$ cat config.mk
export PLATFORM = sky130hd
export DESIGN_NAME = ptq_chain
export DESIGN_NICKNAME = d
export VERILOG_FILES = /design/src/design/ptq_pkg.sv /design/src/design/ptq_cell.sv /design/src/design/ptq_chain.sv
export SDC_FILE = /design/constraint.sdc
export NUM_CORES = 2
export LEC_CHECK = 0
export ABC_CLOCK_PERIOD_IN_PS = 3450
export CAP_MARGIN = 20
export CORE_ASPECT_RATIO = 0.8
export CORE_MARGIN = 2
export CORE_UTILIZATION = 27
export DETAILED_ROUTE_END_ITERATION = 7
export DONT_BUFFER_PORTS = 1
export GPL_TIMING_DRIVEN = 0
export PLACE_DENSITY_LB_ADDON = 0.05
export SETUP_SLACK_MARGIN = 0.5
export SYNTH_ARGS = -nofsm -noshare
export SYNTH_HDL_FRONTEND = slang
export SYNTH_SLANG_ARGS = --single-unit
export TNS_END_PERCENT = 5
$ cat constraint.sdc
create_clock -name aclk -period 3.45 [get_ports aclk]
set_input_delay 0.69 -clock aclk [delete_from_list [all_inputs] [get_ports aclk]]
set_output_delay 0.69 -clock aclk [all_outputs]
set_load 0.1 [all_outputs]
$ cat src/design/ptq_pkg.sv
// Package for the two-class priority wait queue: sizes, widths, operation
// codes and the command types passed between the control, chain and cell.
// No dependencies.
`timescale 1ns / 1ps

package ptq_pkg;

    localparam int FLOORS      = 8;
    localparam int QUEUE_DEPTH = 64;
    localparam int DEPART_MAX  = 15;

    localparam int FLOOR_W = (FLOORS > 1) ? $clog2(FLOORS) : 1;
    localparam int POS_W   = $clog2(QUEUE_DEPTH);
    localparam int OCC_W   = $clog2(QUEUE_DEPTH + 1);

    // Fixed field widths of the request and result.
    localparam int FUNC_W  = 2;
    localparam int FLOOR_F = 3;
    localparam int COUNT_W = 4;
    localparam int SIZE_W  = 7;
    localparam int WAIT_W  = 16;
    localparam int SUM_W   = 32;

    localparam int S_DATA_W = 16;
    localparam int M_DATA_W = 80;

    typedef enum logic [FUNC_W-1:0] {
        OP_ARRIVE = 2'd0,
        OP_DEPART = 2'd1,
        OP_TICK   = 2'd2,
        OP_QUERY  = 2'd3
    } op_t;

    // Command for one floor's chain.
    typedef enum logic [1:0] {
        CH_HOLD,
        CH_INSERT,
        CH_SHIFT,
        CH_AGE
    } chain_op_t;

    typedef struct packed {
        chain_op_t        op;
        logic [POS_W-1:0] pos;   // insert position
    } chain_cmd_t;

    // Per-cell action.
    typedef enum logic [2:0] {
        CELL_HOLD,
        CELL_ZERO,
        CELL_LEFT,
        CELL_RIGHT,
        CELL_AGE
    } cell_op_t;

endpackage

$ cat src/design/ptq_cell.sv
// One queue slot: a 16-bit wait that can be cleared, aged, or loaded
// from either neighbor. Depends on ptq_pkg.
`timescale 1ns / 1ps

module ptq_cell (
    input  logic                         aclk,
    input  ptq_pkg::cell_op_t            op,
    input  logic [ptq_pkg::WAIT_W-1:0]   left_wait,
    input  logic [ptq_pkg::WAIT_W-1:0]   right_wait,
    output logic [ptq_pkg::WAIT_W-1:0]   wait_out
);

    logic [ptq_pkg::WAIT_W-1:0] wait_reg;
    logic [ptq_pkg::WAIT_W-1:0] wait_next;

    always_comb begin
        unique case (op)
            ptq_pkg::CELL_ZERO:  wait_next = '0;
            ptq_pkg::CELL_LEFT:  wait_next = left_wait;
            ptq_pkg::CELL_RIGHT: wait_next = right_wait;
            ptq_pkg::CELL_AGE:   wait_next = (wait_reg == '1) ? wait_reg
                                                              : wait_reg + 1'b1;
            default:             wait_next = wait_reg;
        endcase
    end

    always_ff @(posedge aclk) begin
        wait_reg <= wait_next;
    end

    assign wait_out = wait_reg;

endmodule

$ cat src/design/ptq_chain.sv
// One floor's queue as a row of cells, head at slot 0. Urgent entries sit
// ahead of normal ones, so an insert opens a gap; a serve shifts toward
// the head. Depends on ptq_pkg and ptq_cell.
`timescale 1ns / 1ps

module ptq_chain (
    input  logic                         aclk,
    input  ptq_pkg::chain_cmd_t          cmd,
    output logic [ptq_pkg::WAIT_W-1:0]   head_wait
);

    logic [ptq_pkg::WAIT_W-1:0] cell_wait [ptq_pkg::QUEUE_DEPTH];

    for (genvar i = 0; i < ptq_pkg::QUEUE_DEPTH; i++) begin : g_cell
        ptq_pkg::cell_op_t          op;
        logic [ptq_pkg::WAIT_W-1:0] left_w;
        logic [ptq_pkg::WAIT_W-1:0] right_w;

        if (i == 0) begin : g_first
            assign left_w = '0;
        end else begin : g_left
            assign left_w = cell_wait[i-1];
        end

        if (i == ptq_pkg::QUEUE_DEPTH - 1) begin : g_last
            assign right_w = '0;
        end else begin : g_right
            assign right_w = cell_wait[i+1];
        end

        always_comb begin
            unique case (cmd.op)
                ptq_pkg::CH_INSERT: begin
                    if (ptq_pkg::POS_W'(i) > cmd.pos) begin
                        op = ptq_pkg::CELL_LEFT;
                    end else if (ptq_pkg::POS_W'(i) == cmd.pos) begin
                        op = ptq_pkg::CELL_ZERO;
                    end else begin
                        op = ptq_pkg::CELL_HOLD;
                    end
                end
                ptq_pkg::CH_SHIFT: op = ptq_pkg::CELL_RIGHT;
                ptq_pkg::CH_AGE:   op = ptq_pkg::CELL_AGE;
                default:           op = ptq_pkg::CELL_HOLD;
            endcase
        end

        ptq_cell u_cell (
            .aclk       (aclk),
            .op         (op),
            .left_wait  (left_w),
            .right_wait (right_w),
            .wait_out   (cell_wait[i])
        );
    end

    assign head_wait = cell_wait[0];

endmodule

==> key figures <==
Die
  • Die Footprint: 0.248 mm^2
  • Starting density of the core: 27.1%
  • Die X: ~560 um
  • Die Y: between 400 and 500 um
  • I/O pin cnt: 25
  • CORE AREA: 0.243 mm^2
  • Row count: 162

Placement
  • Final GP Congestion: 0.957
  • Post-detail-place hpwl: 311000 um
  • Total placed instance area: 0.0722 mm^2
  • Port Buffers: 0

CTS
  • CTS Sinks: 1024
  • Post-CTS setup buffers: 0
  • H-tree depth: 4
  • Total CTS buffers: 142
  • Worst skew pair latency: 860 ps
  • Reg clk slew, reported paths: 60 ps
  • CTS Root Cell: clkbuf_16
  • CTS tree: done
  • CTS Buffer Depth: 4

Route
  • Post-DRT Antenna Nets: 0
  • Routed wire length: 415000 um
  • Via density: 6.22
  • Vias: around 64000
  • Drt initial violations: 10800
  • Wirelength per Cell: 40.0 um
  • # DRC: 2
  • DRT Pass-1 Iters: 8

Global routing
  • Initial antenna violation count: 93
  • Number of global-route vias before repair: 57700
  • Gr usage total: 32.4%
  • First-pass GRT wire length: 549000 um
  • Grt total ovfl: 0
  • Largest net degree at the start of global routing: 17

Finish
  • Layout Nets: 7084
  • Max reg flops: 1024
  • Area growth, synth to finish: 16.3%
  • Share of cells above drive strength 1: 9.18%
  • Fin area: 0.0766 mm^2

Timing
  • Final setup viols: 0
  • Final Slew Violations: 0
  • Final Hold Viols: 0
  • Final min period: roughly 3300 ps
  • Worst slew pin tran: between 1000 and 1500 ps
  • Maximum clock frequency: 306 MHz
  • Max transition margin: ~16%
  • Skew final: slightly below 40 ps
  • Unrepaired setup endpoints after global routing: true
  • Fin crit share: about 95%

Logic synthesis
  • Async set or reset register ratio after synthesis: 0%
  • Synth warn: 0
  • Seq/Total Area, Yosys: 46.7%
  • Post-Synthesis Cells: 6750
  • Mapped Avg Cell Area: 9.76 um^2
  • FF+latch count, synth: slightly above 1000
  • Post-synth top flop: edfxtp_1
  • Unique cell type count in the Yosys netlist: 90
  • Post-synth EDFFs: 1024
  • Syn_nets: 6823
  • Post-Syn Area: roughly 0.066 mm^2

Run status
  • Outcome: finished, violations left
  • Failing checks: design-rule violations

Worst setup path
  • CP endpoint kind: flip-flop
  • Internal reg-to-reg setup slack: 470 ps
  • Top Family by Delay on Critical Path: buffers and inverters
  • Critical path class: in2reg
  • Most used cell along the critical path: clkbuf_1
  • Startpoint types: input port
  • CP max-delay cell: clkbuf_1
  • Crit-path cells: buf_2 > buf_4 > nor2_2 > clkbuf_1 > clkbuf_1 > a22oi_1 > o21ai_0
  • Crit Path Max Fanout: 10
  • Buf/Inv on CP: 4
  • Max incr delay on CP: 880 ps
  • Worst EP arrival: between 3000 and 4000 ps
  • Worst Path Required: about 4000 ps

Min path
  • Hold WC Path Type: in2reg

Job
  • Max Cap Viol: 0

Power and ir drop
  • Max VDD drop: 0.000302 V
  • P_leak: 25.3 nW
  • PD cells: roughly 510 mW/mm^2
  • Total Power: 39.0 mW
cells by family after synthesis:
group	share of synthesized area, %
AO/OA/AOI/OAI	21.4
AND/OR/NAND/NOR	15.0
flip-flops	46.7
XOR/XNOR	11.0
buffers and inverters	3.95
adder cells (fa/ha/maj)	1.22
multiplexers	0.784
area by class of cell:
cell class              count  area (um^2)
clock buffers             180         3740
inverters                 130          488
diodes                     55          138
well taps                3198         4000
repair buffers            117         2170
plain buffers             491         2310
multi-input cells        5105        32600
clock inverters            55          397
fillers                 25200       166000
flip-flops and latches   1024        30700
worst register-to-register path: cells and delay by family (launching register included):
kind	cells	cell delay [ps]
adder cells (fa/ha/maj)	1	270
flip-flops	1	500
AO/OA/AOI/OAI	1	240
AND/OR/NAND/NOR	4	1440
stage by stage:
step	setup slack, ps	TNS [ps]	utilization [%]	std cells	hold slack [ps]
finish	178	0	31.5	10400	385
global route	262	0	31.5	10300	351
CTS	343	0	31.4	10300	398
detailed placement	-1690	-981140	29.7	10100	614
global placement	-4120	-2859750	28.8	9948	615
floorplan	336	0	-	6750	556
worst paths after layout:
path,from,endpoint,cells past startpoint
setup reg to reg,g_cell[34].u_cell.wait_out[0],g_cell[34].u_cell.wait_out[8],6
setup / recovery,cmd[6],g_cell[12].u_cell.wait_out[8],7
hold / removal,cmd[5],g_cell[34].u_cell.wait_out[5],4
hold reg to reg,g_cell[11].u_cell.wait_out[1],g_cell[12].u_cell.wait_out[1],2
per-layer routing:
layer  vias up  routed length [um]  GRT usage, %
met5         -                  93             0
met4        14               18200          13.0
met3       636               44100          7.04
met2      4303              165000          44.4
met1     33200              187000          48.4
li1      26300                   -             -
power breakdown:
| group | internal (mW) | total [mW] | switching (mW) |
|---|---|---|---|
| logic | 2.15 | 6.65 | 4.51 |
| clock network | 7.99 | 14.4 | 6.45 |
| registers | 15.4 | 17.9 | 2.50 |
cell usage after synthesis, drive strengths merged (6+ instances only):
| cell | n | area (um^2) |
|---|---|---|
| a32oi | 25 | 219 |
| o21bai | 7 | 52.6 |
| nor4 | 38 | 244 |
| a221o | 91 | 911 |
| o21a | 8 | 62.6 |
| nor3 | 94 | 503 |
| nor3b | 11 | 82.6 |
| ha | 64 | 801 |
| nand3 | 378 | 1890 |
| and2 | 33 | 206 |
| edfxtp | 1024 | 30700 |
| mux2i | 46 | 460 |
| nand4 | 214 | 1340 |
| a22oi | 554 | 4190 |
| inv | 129 | 484 |
| nand2 | 559 | 2100 |
| nand2b | 19 | 119 |
| o21ai | 869 | 4390 |
| o31ai | 13 | 116 |
| or2 | 20 | 125 |
| and3 | 108 | 676 |
| xnor2 | 388 | 3400 |
| a22o | 82 | 718 |
| a221oi | 7 | 61.3 |
| a222oi | 39 | 390 |
| nor2 | 424 | 1640 |
| or4 | 7 | 52.6 |
| a211oi | 6 | 45.0 |
| a31oi | 36 | 283 |
| clkbuf | 326 | 1230 |
| o22ai | 9 | 56.3 |
| a32o | 7 | 70.1 |
| and4 | 63 | 552 |
| xor2 | 436 | 3820 |
| o211ai | 18 | 140 |
| nor2b | 7 | 43.8 |
| o2bb2ai | 8 | 70.1 |
| buf | 165 | 887 |
| or3 | 28 | 175 |
| a21o | 112 | 841 |
| a21oi | 232 | 1220 |
placed cells by master, fill, tap and decap left out, types with 82 or more instances in the layout:
cell type and count:
nand4_1 214, clkbuf_1 251, nor3_1 90, clkbuf_2 109, buf_2 122, a21o_1 111
a22o_1 82, nor2_1 416, edfxtp_1 1024, a22oi_1 548, o21ai_0 830, inv_1 128
and3_1 108, nand2_1 556, nand3_1 378, a221o_1 91, xor2_1 436, clkbuf_16 144
a21oi_1 221, xnor2_1 388
repair_timing:
action                     in CTS  in global routing
hold endpoints to repair        0                  0
gates resized for setup        20                  2
hold buffers                    0                  0
setup endpoints to repair     953                427
pin swaps                       0                  0
Note: power is estimated with default switching activity, not from simulation.
